[config.mk]
export PLATFORM = sky130hd
export DESIGN_NAME = pla_row_update
export DESIGN_NICKNAME = d
export VERILOG_FILES = /design/src/pla_pkg.sv /design/src/pla_row_update.sv
export SDC_FILE = /design/constraint.sdc
export NUM_CORES = 1
export LEC_CHECK = 0
export BUFFER_PORTS_ARGS = -buffer_cell sky130_fd_sc_hd__buf_2
export CORE_AREA = 2 2 348 350
export DETAILED_ROUTE_END_ITERATION = 7
export DIE_AREA = 0 0 350 352
export MAX_ROUTING_LAYER = met4
export PLACE_DENSITY = 0.41
export REMOVE_ABC_BUFFERS = 1
export SLEW_MARGIN = 0
export SYNTH_ARGS = -nofsm -noshare
export SYNTH_HDL_FRONTEND = slang
export SYNTH_SLANG_ARGS = --single-unit
[constraint.sdc]
create_clock -name vclk -period 3.6
set_input_delay 0.18 -clock vclk [all_inputs]
set_output_delay 0.18 -clock vclk [all_outputs]
set_load 0.02 [all_outputs]
[src/pla_pkg.sv]
package pla_pkg;

  typedef enum logic [1:0] {
    KIND_START   = 2'd0,
    KIND_GET     = 2'd1,
    KIND_RELEASE = 2'd2,
    KIND_CONNECT = 2'd3
  } kind_t;

  typedef enum logic [1:0] {
    STAT_DONE      = 2'd0,
    STAT_NEW       = 2'd1,
    STAT_REUSE     = 2'd2,
    STAT_EXHAUSTED = 2'd3
  } status_t;

  typedef enum logic [2:0] {
    S_CLEAR,
    S_IDLE,
    S_PROBE,
    S_EVAL,
    S_RESP
  } state_t;

  localparam logic [1:0] CFG_MIN_PORT = 2'd0;
  localparam logic [1:0] CFG_MAX_PORT = 2'd1;
  localparam logic [1:0] CFG_TW_TICKS = 2'd2;

  localparam logic [15:0] MIN_PORT_RST = 16'd1;
  localparam logic [15:0] MAX_PORT_RST = 16'd65535;
  localparam logic [31:0] TW_TICKS_RST = 32'd240;
  localparam logic [15:0] LEASE_MAX    = 16'hFFFF;

  typedef struct packed {
    kind_t       kind;
    logic [31:0] peer;
    logic [15:0] port;
    logic [15:0] start_port;
    logic        connected_flag;
    logic [47:0] now;
  } in_req_t;

  typedef struct packed {
    logic [15:0] granted_port;
    status_t     status;
  } out_res_t;

  // row update controls
  typedef struct packed {
    kind_t       kind;
    logic [31:0] peer;
    logic [47:0] now;
    logic        conn;
    logic        reuse_other;
    logic        reuse_same;
    logic [31:0] tw_ticks;
  } upd_ctl_t;

  typedef struct packed {
    logic    wr_en;
    logic    grant;
    status_t status;
  } upd_res_t;

endpackage

[src/pla_row_update.sv]
module pla_row_update #(
  parameter int ENTRIES_PER_PORT = 4
) (
  input  logic [ENTRIES_PER_PORT*97:0] row_rd,
  input  pla_pkg::upd_ctl_t            ctl,
  output logic [ENTRIES_PER_PORT*97:0] row_wr,
  output pla_pkg::upd_res_t            res
);

  localparam int E = ENTRIES_PER_PORT;

  logic                 busy_i;
  logic [E-1:0]         val_i;
  logic [E-1:0][31:0]   peer_i;
  logic [E-1:0][15:0]   lea_i;
  logic [E-1:0][47:0]   exp_i;
  logic                 busy_o;
  logic [E-1:0]         val_o;
  logic [E-1:0][31:0]   peer_o;
  logic [E-1:0][15:0]   lea_o;
  logic [E-1:0][47:0]   exp_o;
  logic [E-1:0]         val_p;
  logic [E-1:0]         hit_v;
  logic [48:0]          exp_sum;
  logic [47:0]          exp_sat;

  assign {busy_i, val_i, peer_i, lea_i, exp_i} = row_rd;
  assign row_wr = {busy_o, val_o, peer_o, lea_o, exp_o};

  // saturating expiry
  assign exp_sum = {1'b0, ctl.now} + {17'd0, ctl.tw_ticks};
  assign exp_sat = exp_sum[48] ? '1 : exp_sum[47:0];

  // prune in strict phase, then match peer
  always_comb begin
    for (int e = 0; e < E; e++) begin
      val_p[e] = val_i[e];
      if (ctl.kind == pla_pkg::KIND_GET && !ctl.reuse_other && !ctl.reuse_same &&
          lea_i[e] == 16'd0 && exp_i[e] < ctl.now) begin
        val_p[e] = 1'b0;
      end
      hit_v[e] = val_p[e] && peer_i[e] == ctl.peer;
    end
  end

  always_comb begin
    logic found;
    logic done;
    busy_o = busy_i;
    val_o  = val_p;
    peer_o = peer_i;
    lea_o  = lea_i;
    exp_o  = exp_i;
    res    = '{wr_en: 1'b1, grant: 1'b0, status: pla_pkg::STAT_DONE};
    found  = 1'b0;
    done   = 1'b0;
    case (ctl.kind)
      pla_pkg::KIND_GET: begin
        if (busy_i) begin
          res.wr_en = 1'b0;
        end else if (|hit_v) begin
          if (ctl.reuse_same) begin
            for (int e = 0; e < E; e++) begin
              if (hit_v[e] && !found) begin
                found = 1'b1;
                if (lea_i[e] != pla_pkg::LEASE_MAX) lea_o[e] = lea_i[e] + 16'd1;
              end
            end
            busy_o     = 1'b1;
            res.grant  = 1'b1;
            res.status = pla_pkg::STAT_REUSE;
          end else begin
            busy_o = 1'b0;
          end
        end else begin
          busy_o = 1'b0;
          if (!(|val_p) || ctl.reuse_other) begin
            // first free slot takes the new entry
            for (int e = 0; e < E; e++) begin
              if (!val_p[e] && !done) begin
                done      = 1'b1;
                val_o[e]  = 1'b1;
                peer_o[e] = ctl.peer;
                lea_o[e]  = 16'd1;
                exp_o[e]  = '0;
              end
            end
            if (done) begin
              busy_o     = 1'b1;
              res.grant  = 1'b1;
              res.status = pla_pkg::STAT_NEW;
            end
          end
        end
      end
      pla_pkg::KIND_RELEASE: begin
        for (int e = 0; e < E; e++) begin
          if (hit_v[e] && !found) begin
            found = 1'b1;
            if (lea_i[e] != 16'd0) begin
              lea_o[e] = lea_i[e] - 16'd1;
              exp_o[e] = exp_sat;
            end
          end
        end
        if (!ctl.conn) busy_o = 1'b0;
      end
      pla_pkg::KIND_CONNECT: begin
        busy_o = 1'b0;
      end
      default: begin
        res.wr_en = 1'b0;
      end
    endcase
  end

endmodule

==> results of run 1 <==
## how the worst max path moves through the flow
stage / slack (ns) / cells past startpoint / endpoint
after CTS: -0.73 / 20 / row_wr[74]
after floorplan: -1.57 / 12 / row_wr[218]
after global placement: -1.57 / 22 / row_wr[54]
final: -0.65 / 17 / row_wr[92]
after global routing: -0.74 / 19 / row_wr[57]
after detailed placement: -1.55 / 22 / row_wr[54]
## per-layer routing
layer	GRT usage, %	vias up	share of wire [%]
li1	-	12500	-
met1	33.2	13000	46
met2	37.9	1149	45
met3	3.90	149	7.3
met4	4.13	0	2.2
met5	-	-	0
## cell type report
class | count | area [um2] | area share (%)
repair buffers | 1721 | 12000 | 37.9
inverters | 90 | 385 | 1.21
multi-input cells | 2178 | 17200 | 54.4
diodes | 26 | 65.1 | 0.205
well taps | 1612 | 2020 | 6.36
## critical path, cell delays in order
cell	delay, ns
buf_8	0.08
clkinvlp_4	0.18
ha_4	0.33
nand4_1	0.16
nor4_4	0.40
buf_4	0.19
nand4_1	0.28
a2bb2oi_4	0.27
a211oi_4	0.25
buf_12	0.16
buf_8	0.10
or3b_4	0.39
a21oi_4	0.25
nand2_8	0.17
buf_16	0.23
a22o_1	0.24
buf_2	0.16
## where the power goes
| group | internal, W | switching [W] |
|---|---|---|
| Sequential | 0 | 0 |
| Clock | 0.000000000748 | 0 |
| Combinational | 0.00200 | 0.00291 |
## synthesized netlist by cell type, types with 55 or more instances
| cell | number | area share, % |
|---|---|---|
| nand4_1 | 61 | 2.3 |
| a21oi_1 | 147 | 4.4 |
| mux2_2 | 75 | 5.1 |
| xnor2_1 | 57 | 3.0 |
| inv_1 | 89 | 2.0 |
| o2bb2ai_1 | 68 | 3.6 |
| nand3_1 | 95 | 2.9 |
| o21ai_0 | 139 | 4.2 |
| nor3_1 | 81 | 2.4 |
| xor2_1 | 105 | 5.5 |
| nand2_1 | 262 | 5.9 |
| clkbuf_1 | 124 | 2.8 |
| ha_1 | 232 | 17 |
| nor2_1 | 162 | 3.7 |
| mux2_1 | 55 | 3.7 |
## cells in the final DEF (no fill, tap or decap), types with 67 or more instances in the layout
master,netlist,layout
a21oi_1,147,121
buf_2,12,824
buf_4,12,753
buf_6,5,76
ha_1,232,196
mux2_2,75,74
nand2_1,262,231
nand3_1,95,82
nor2_1,162,153
nor3_1,81,72
o21ai_0,139,96
o21ai_1,47,67
xor2_1,105,105
## stage by stage
stage	util, %	setup TNS [ns]	instance area [um2]	total power, W
3_5_place_dp	24.2	-412.10	28800	0.00440
4_1_cts	25.0	-193.26	29800	0.00462
6_report	26.6	-182.86	31700	0.00491
2_1_floorplan	-	-473.31	15900	0.00185
3_3_place_gp	24.2	-407.89	28800	0.00442
5_1_grt	26.6	-228.58	31700	0.00519
## kinds of logic (layout without fill, tap and decap cells)
family / after synthesis / after routing / share of synthesized area [%]
AND/OR/NAND/NOR: 888 / 888 / 27.3
AO/OA/AOI/OAI: 759 / 759 / 31.1
buffers and inverters: 253 / 1811 / 6.29
adder cells (fa/ha/maj): 233 / 233 / 17.6
XOR/XNOR: 162 / 162 / 8.53
multiplexers: 136 / 136 / 9.16
other: 0 / 26 / 0
## timing repair
item,CTS,global route
hold buffers,0,0
gates resized for setup,170,374
gates cloned,7,2
pin swaps,28,85
buffers inserted,26,38
endpoints found under the setup margin,392,392
==> flow_summary_export.csv, run 1 <==
group,metric,value,unit
worst_hold_path,hold_class,"input port to primary output",
outcome,outcome,"finished with violations",
global_routing,grt_start_max_net_pins,39,
floorplan,initial_core_util,13.9,%
global_routing,antenna_found_initial,37,
worst_hold_path,min_to,"row_wr[346]",
synthesis,avgSynthCellArea,6.85,um2
cells_and_area,drive_gt1_share,52.4,%
cells_and_area,n_clock_buffer,0,
timing,hold_viol_final,0,
worst_setup_path,required,3.42,ns
synthesis,ys_seq_area_share,0,%
floorplan,core-area,119000,um2
drt,viasPerCell,4.75,
placement,post-dp-hpwl,133000,um
placement,post-place-ws,-1.55,ns
timing,tightestPinTransition,1.05,ns
worst_setup_path,cp-end-kind,"primary output",
synthesis,synth_area,16600,um2
timing,fmax,235,MHz
placement,portBuffers,899,
drt,firstDrtPassIters,7,
pwr,p_leak,14.9,nW
drt,drc,0,
worst_setup_path,cp-startpoint,"ctl[68]",
synthesis,synth.distinct_cells,93,
worst_setup_path,worstSetupPathType,"input port to primary output",
timing,fin_crit_sh,118,%
floorplan,die_y,352,um
cells_and_area,regArea,0,um2
global_routing,grt_pass1_wl,207000,um
global_routing,track_usage,24.3,%
placement,dp.cells,5545,
timing,maxSlewViolCount,0,
worst_setup_path,worst-path-max-fanout,18,
cells_and_area,seq_cell_count,0,
synthesis,synthCells,2431,
outcome,violations,"negative setup slack",
synthesis,yosysWarnings,0,
worst_setup_path,start_kind,"input port",
timing,rsz0062_at_grt,"yes",
cells_and_area,nFillCells,13400,
flow_run,maxCapViolations,0,
placement,place.gp.congestion,1.02,
drt,first_iter_violations,2106,
global_routing,overflow,0,
pwr,ir_drop,0.000107,V
drt,routedWlPerCell,27.6,um
worst_hold_path,holdPathStages,3,
cells_and_area,layoutNonFillerInstCount,5627,
worst_setup_path,critical_path_arrival,4.07,ns
cells_and_area,syn_to_final_growth,90.6,%
floorplan,rows,127,
drt,vias,26700,
timing,setup_ws,-0.652,ns
floorplan,die_w,350,um
timing,fin_crit,4.25,ns
timing,finalSetupViolCount,391,
floorplan,dieArea,123000,um2
timing,fin_hold_ws,0.711,ns
worst_hold_path,hp-start,"row_rd[346]",
cells_and_area,nets,4730,
floorplan,ioPinCount,899,
drt,routed_wl,155000,um
timing,relSlewSlack,29.7,%
drt,ant_nets,0,
pwr,power_density,155,nW/um2
global_routing,grt_pass1_vias,26000,
Power figures use the tool's default switching activity.
==> run 2, diff against run 1 <==
- SETUP_SLACK_MARGIN: default -> 0.1
==> run 2 against run 1 <==
  * The run still ends with negative setup slack left
  * Utilization up 2.2 points
  * Setup slack worse by 0.051 ns
  * Largest cell class unchanged
  * Wire length rose by 4.8%
==> flow_summary_export.csv, run 2 (same netlist as run 1, synthesis figures left out) <==
group,metric,value,unit
worst_setup_path,path_cells,"buf_8 > inv_8 > buf_6 > ha_4 > nand4_1 > nor4_4 > buf_4 > nand4_1 > a2bb2oi_4 > a211oi_4 > buf_12 > buf_8 > or3b_4 > a21oi_4 > nand2_8 > buf_16 > a22o_1 > buf_2",
drt,firstDrtPassIters,5,
floorplan,ioPinCount,899,
drt,drc,0,
global_routing,track_usage,24.9,%
worst_setup_path,worst-path-max-fanout,8,
cells_and_area,seq_cell_count,0,
global_routing,overflow,0,
cells_and_area,fin_util,28.8,%
worst_setup_path,cpMaxStageDelayCell,"nor4_4",
timing,finalSetupViolCount,391,
placement,place.gp.congestion,1.02,
worst_hold_path,min_to,"row_wr[159]",
drt,viasPerCell,4.83,
timing,setup_ws,-0.703,ns
drt,routedWlPerCell,28.6,um
global_routing,antenna_found_initial,37,
global_routing,grt_pass1_vias,26800,
timing,hold_viol_final,0,
timing,fin_crit,4.30,ns
drt,first_iter_violations,2139,
outcome,outcome,"finished with violations",
global_routing,grt_pass1_wl,212000,um
timing,maxSlewViolCount,0,
timing,rsz0062_at_grt,"yes",
flow_run,maxCapViolations,0,
pwr,p_leak,15.9,nW
floorplan,core-area,119000,um2
floorplan,rows,127,
placement,post-dp-hpwl,133000,um
worst_setup_path,start_kind,"input port",
cells_and_area,drive_gt1_share,56.8,%
cells_and_area,syn_to_final_growth,107,%
cells_and_area,mostFrequentLayoutCells,"buf_4 (774), buf_2 (723), buf_6 (199)",
timing,fin_crit_sh,120,%
placement,dp.cells,5545,
timing,tightestPinTransition,1.01,ns
outcome,violations,"negative setup slack",
floorplan,die_w,350,um
global_routing,grt_start_max_net_pins,36,
floorplan,dieArea,123000,um2
drt,vias,27400,
cells_and_area,layoutNonFillerInstCount,5685,
timing,fmax,232,MHz
drt,routed_wl,163000,um
floorplan,initial_core_util,13.9,%
timing,relSlewSlack,32.7,%
pwr,ir_drop,0.000113,V
worst_setup_path,worstSetupPathType,"input port to primary output",
cells_and_area,final_area,34400,um2
placement,portBuffers,899,
worst_hold_path,hold_class,"input port to primary output",
drt,ant_nets,0,
worst_setup_path,cp-end-kind,"primary output",
cells_and_area,final_common_cell,"buf_4",
pwr,power_density,158,nW/um2
cells_and_area,nets,4794,
cells_and_area,n_clock_buffer,0,
timing,fin_hold_ws,0.686,ns
worst_setup_path,max_stage_delay,0.40,ns
floorplan,die_y,352,um
worst_hold_path,holdPathStages,4,
placement,post_dp_cell_area,28800,um2
worst_setup_path,required,3.42,ns
placement,post-place-ws,-1.55,ns
cells_and_area,regArea,0,um2
worst_setup_path,critical_path_arrival,4.12,ns
worst_hold_path,hp-start,"row_rd[159]",
-- run 2: cell count changes in the layout (fill, tap and decap cells not counted), sizes merged --
cell / previous run / this run
diode: 26 / 20
clkbuf: 2 / 11
buf: 1719 / 1774
-- run 2: worst max path at each step --
stage / start / end / slack [ns] / depth (start not counted)
final: ctl[61] / row_wr[95] / -0.70 / 18
after global routing: ctl[82] / row_wr[166] / -0.76 / 20
after CTS: ctl[61] / row_wr[68] / -0.64 / 20
after detailed placement: ctl[61] / row_wr[54] / -1.55 / 22
after global placement: ctl[61] / row_wr[54] / -1.57 / 22
after floorplan: ctl[74] / row_wr[218] / -1.57 / 12
-- run 2: timing repair --
action	4_1_cts	5_1_grt
resized for setup	491	545
setup buffers	61	47
setup endpoints to repair	392	392
pin swaps	143	143
hold buffers	0	0
cloned	10	12
-- run 2: routing by layer --
layer / GRT usage, % / vias to the layer above / routed length (um)
met1: 33.9 / 13400 / 74800
met3: 4.09 / 220 / 11400
met4: 5.55 / 0 / 5240
met2: 38.2 / 1223 / 71100
li1: - / 12600 / -
met5: - / - / 0
-- run 2: cell type report --
type | instances | area [um2]
diodes | 20 | 50.0
fillers | 13200 | 85000
inverters | 90 | 385
multi-input cells | 2178 | 18400
well taps | 1612 | 2020
repair buffers | 1785 | 13500
-- run 2: worst max-delay path: cells and delay by family --
family          cells  cell delay [ns]
compound gates      4             1.00
fa+ha+maj           1             0.25
buf+inv             8             1.11
simple gates        5             1.51
-- run 2: through the flow --
step / TNS, ns / total power [W]
2_1_floorplan: -473.31 / 0.00185
3_3_place_gp: -407.89 / 0.00442
3_5_place_dp: -412.10 / 0.00440
4_1_cts: -158.59 / 0.00488
5_1_grt: -214.11 / 0.00571
6_report: -177.11 / 0.00544
-- run 2: power by group --
group / switching [W] / total [W] / internal, W
registers: 0 / 0 / 0
logic: 0.00315 / 0.00544 / 0.00229
clock network: 0 / 0.0000000000758 / 0.0000000000757
==> run 3, diff against run 2 <==
- CORE_AREA: 2 2 348 350 -> 2 2 351 353
- DIE_AREA: 0 0 350 352 -> 0 0 353 355
- PLACE_DENSITY: 0.41 -> 0.4
==> run 3 against run 2 <==
  * The run still ends with negative setup slack left
  * Critical path type unchanged
  * Via count grew 0.60%
  * Critical path depth grew 4
  * Sequential cell count is the same
  * Global-route usage shrank 1.1 points
  * Worst hold slack gained 0.018 ns
  * First-iteration DRC count grew 11%
==> flow_summary_export.csv, run 3 (same netlist as run 1, synthesis figures left out) <==
group,metric,value,unit
worst_setup_path,start_kind,"input port",
worst_hold_path,holdPathStages,3,
drt,first_iter_violations,2371,
drt,vias,27600,
flow_run,maxCapViolations,0,
cells_and_area,nFillCells,13400,
floorplan,die_w,353,um
cells_and_area,regArea,0,um2
global_routing,grt_start_max_net_pins,38,
floorplan,dieArea,125000,um2
cells_and_area,nets,4781,
placement,portBuffers,899,
clocking,ctsHoldBuffers,0,
pwr,ir_drop,0.000105,V
worst_setup_path,critical_path_arrival,4.07,ns
timing,tightestPinTransition,0.749,ns
outcome,outcome,"finished with violations",
cells_and_area,mostFrequentLayoutCells,"buf_4 (742), buf_2 (627), buf_6 (312)",
timing,relSlewSlack,49.9,%
floorplan,core-area,121000,um2
drt,ant_nets,0,
worst_hold_path,hold_class,"input port to primary output",
placement,post-dp-hpwl,133000,um
cells_and_area,seq_cell_count,0,
cells_and_area,n_clock_buffer,0,
timing,fmax,235,MHz
worst_setup_path,required,3.42,ns
timing,maxSlewViolCount,0,
worst_hold_path,min_to,"row_wr[270]",
placement,place.gp.congestion,1.00,
worst_setup_path,worstSetupPathType,"input port to primary output",
drt,viasPerCell,4.85,
drt,routed_wl,162000,um
floorplan,ioPinCount,899,
pwr,total_power,0.00554,W
timing,tns,-181.64,ns
timing,rsz0062_at_grt,"yes",
drt,firstDrtPassIters,5,
worst_setup_path,worst-path-max-fanout,8,
global_routing,grt_pass1_wl,208000,um
timing,hold_viol_final,0,
worst_hold_path,hp-start,"row_rd[270]",
timing,setup_ws,-0.652,ns
global_routing,track_usage,23.8,%
drt,drc,0,
cells_and_area,drive_gt1_share,58.2,%
global_routing,antenna_found_initial,38,
drt,routedWlPerCell,28.5,um
cells_and_area,final_area,35500,um2
global_routing,overflow,0,
floorplan,initial_core_util,13.7,%
floorplan,rows,128,
cells_and_area,syn_to_final_growth,113,%
timing,fin_crit_sh,118,%
floorplan,die_y,355,um
outcome,violations,"negative setup slack",
timing,finalSetupViolCount,390,
timing,fin_crit,4.25,ns
cells_and_area,final_common_cell,"buf_4",
placement,post_dp_cell_area,28700,um2
pwr,p_leak,16.4,nW
worst_setup_path,cp-end-kind,"primary output",
pwr,power_density,156,nW/um2
global_routing,grt_pass1_vias,26300,
[run 3: cell count changes in the layout (fill, tap and decap cells not counted), sizes merged]
cell	previous run	this run
inv	87	86
buf	1774	1762
diode	20	23
clkinvlp	2	3
clkbuf	11	10
[run 3: power breakdown]
part / switching (W) / internal (W) / leakage (nW)
logic: 0.00316 / 0.00238 / 16.4
clock network: 0 / 0.000000000665 / 0.000142
registers: 0 / 0 / 0
total: 0.00316 / 0.00238 / 16.4
[run 3: how the worst max path moves through the flow]
stage	from	endpoint	slack, ns
finish	ctl[116]	row_wr[29]	-0.65
global route	ctl[116]	row_wr[29]	-0.74
CTS	ctl[116]	row_wr[158]	-0.63
detailed placement	ctl[46]	row_wr[58]	-1.08
global placement	ctl[46]	row_wr[241]	-1.07
floorplan	ctl[74]	row_wr[218]	-1.57
[run 3: stage by stage]
step	std cells	utilization, %	setup slack, ns	hold WS [ns]
3_3_place_gp	5554	23.6	-1.07	0.716
4_1_cts	5607	25.6	-0.626	0.705
3_5_place_dp	5554	23.6	-1.08	0.716
6_report	5688	29.3	-0.652	0.703
5_1_grt	5684	29.3	-0.739	0.710
2_1_floorplan	2268	-	-1.57	0.489
[run 3: worst max-delay path: stages]
cell and delay [ns]:
buf_8 0.10, inv_4 0.05, ha_4 0.11, buf_6 0.10, or3b_4 0.39, buf_8 0.15
a211o_1 0.28, a211o_1 0.29, a32o_2 0.29, o31ai_4 0.23, buf_12 0.15, o21ai_4 0.06
nor3_4 0.19, buf_6 0.15, o211ai_1 0.09, buf_4 0.17, o21ai_4 0.15, nand2_4 0.12
buf_12 0.19, buf_12 0.18, a22o_1 0.22, buf_2 0.15
[run 3: metal layers]
layer | GRT usage (%) | share of wire, % | vias up | wire length [um]
li1 | - | - | 12600 | -
met1 | 33.1 | 46 | 13600 | 75100
met2 | 37.1 | 44 | 1249 | 71600
met3 | 2.69 | 6.4 | 225 | 10400
met4 | 4.47 | 3.0 | 0 | 4840
met5 | - | 0 | - | 0
[run 3: cell type report]
class                           instances  area [um2]  area share (%)
Antenna cell                           23        57.6           0.162
Tap cell                             1625        2030            5.72
Timing Repair Buffer                 1772       14100            39.6
Multi-Input combinational cell       2178       19000            53.5
Inverter                               90         362            1.02
[run 3: timing repair]
action / CTS / global route
cloned: 9 / 13
setup endpoints to repair: 392 / 392
resized for setup: 422 / 971
buffers inserted: 47 / 54
pin swaps: 86 / 179
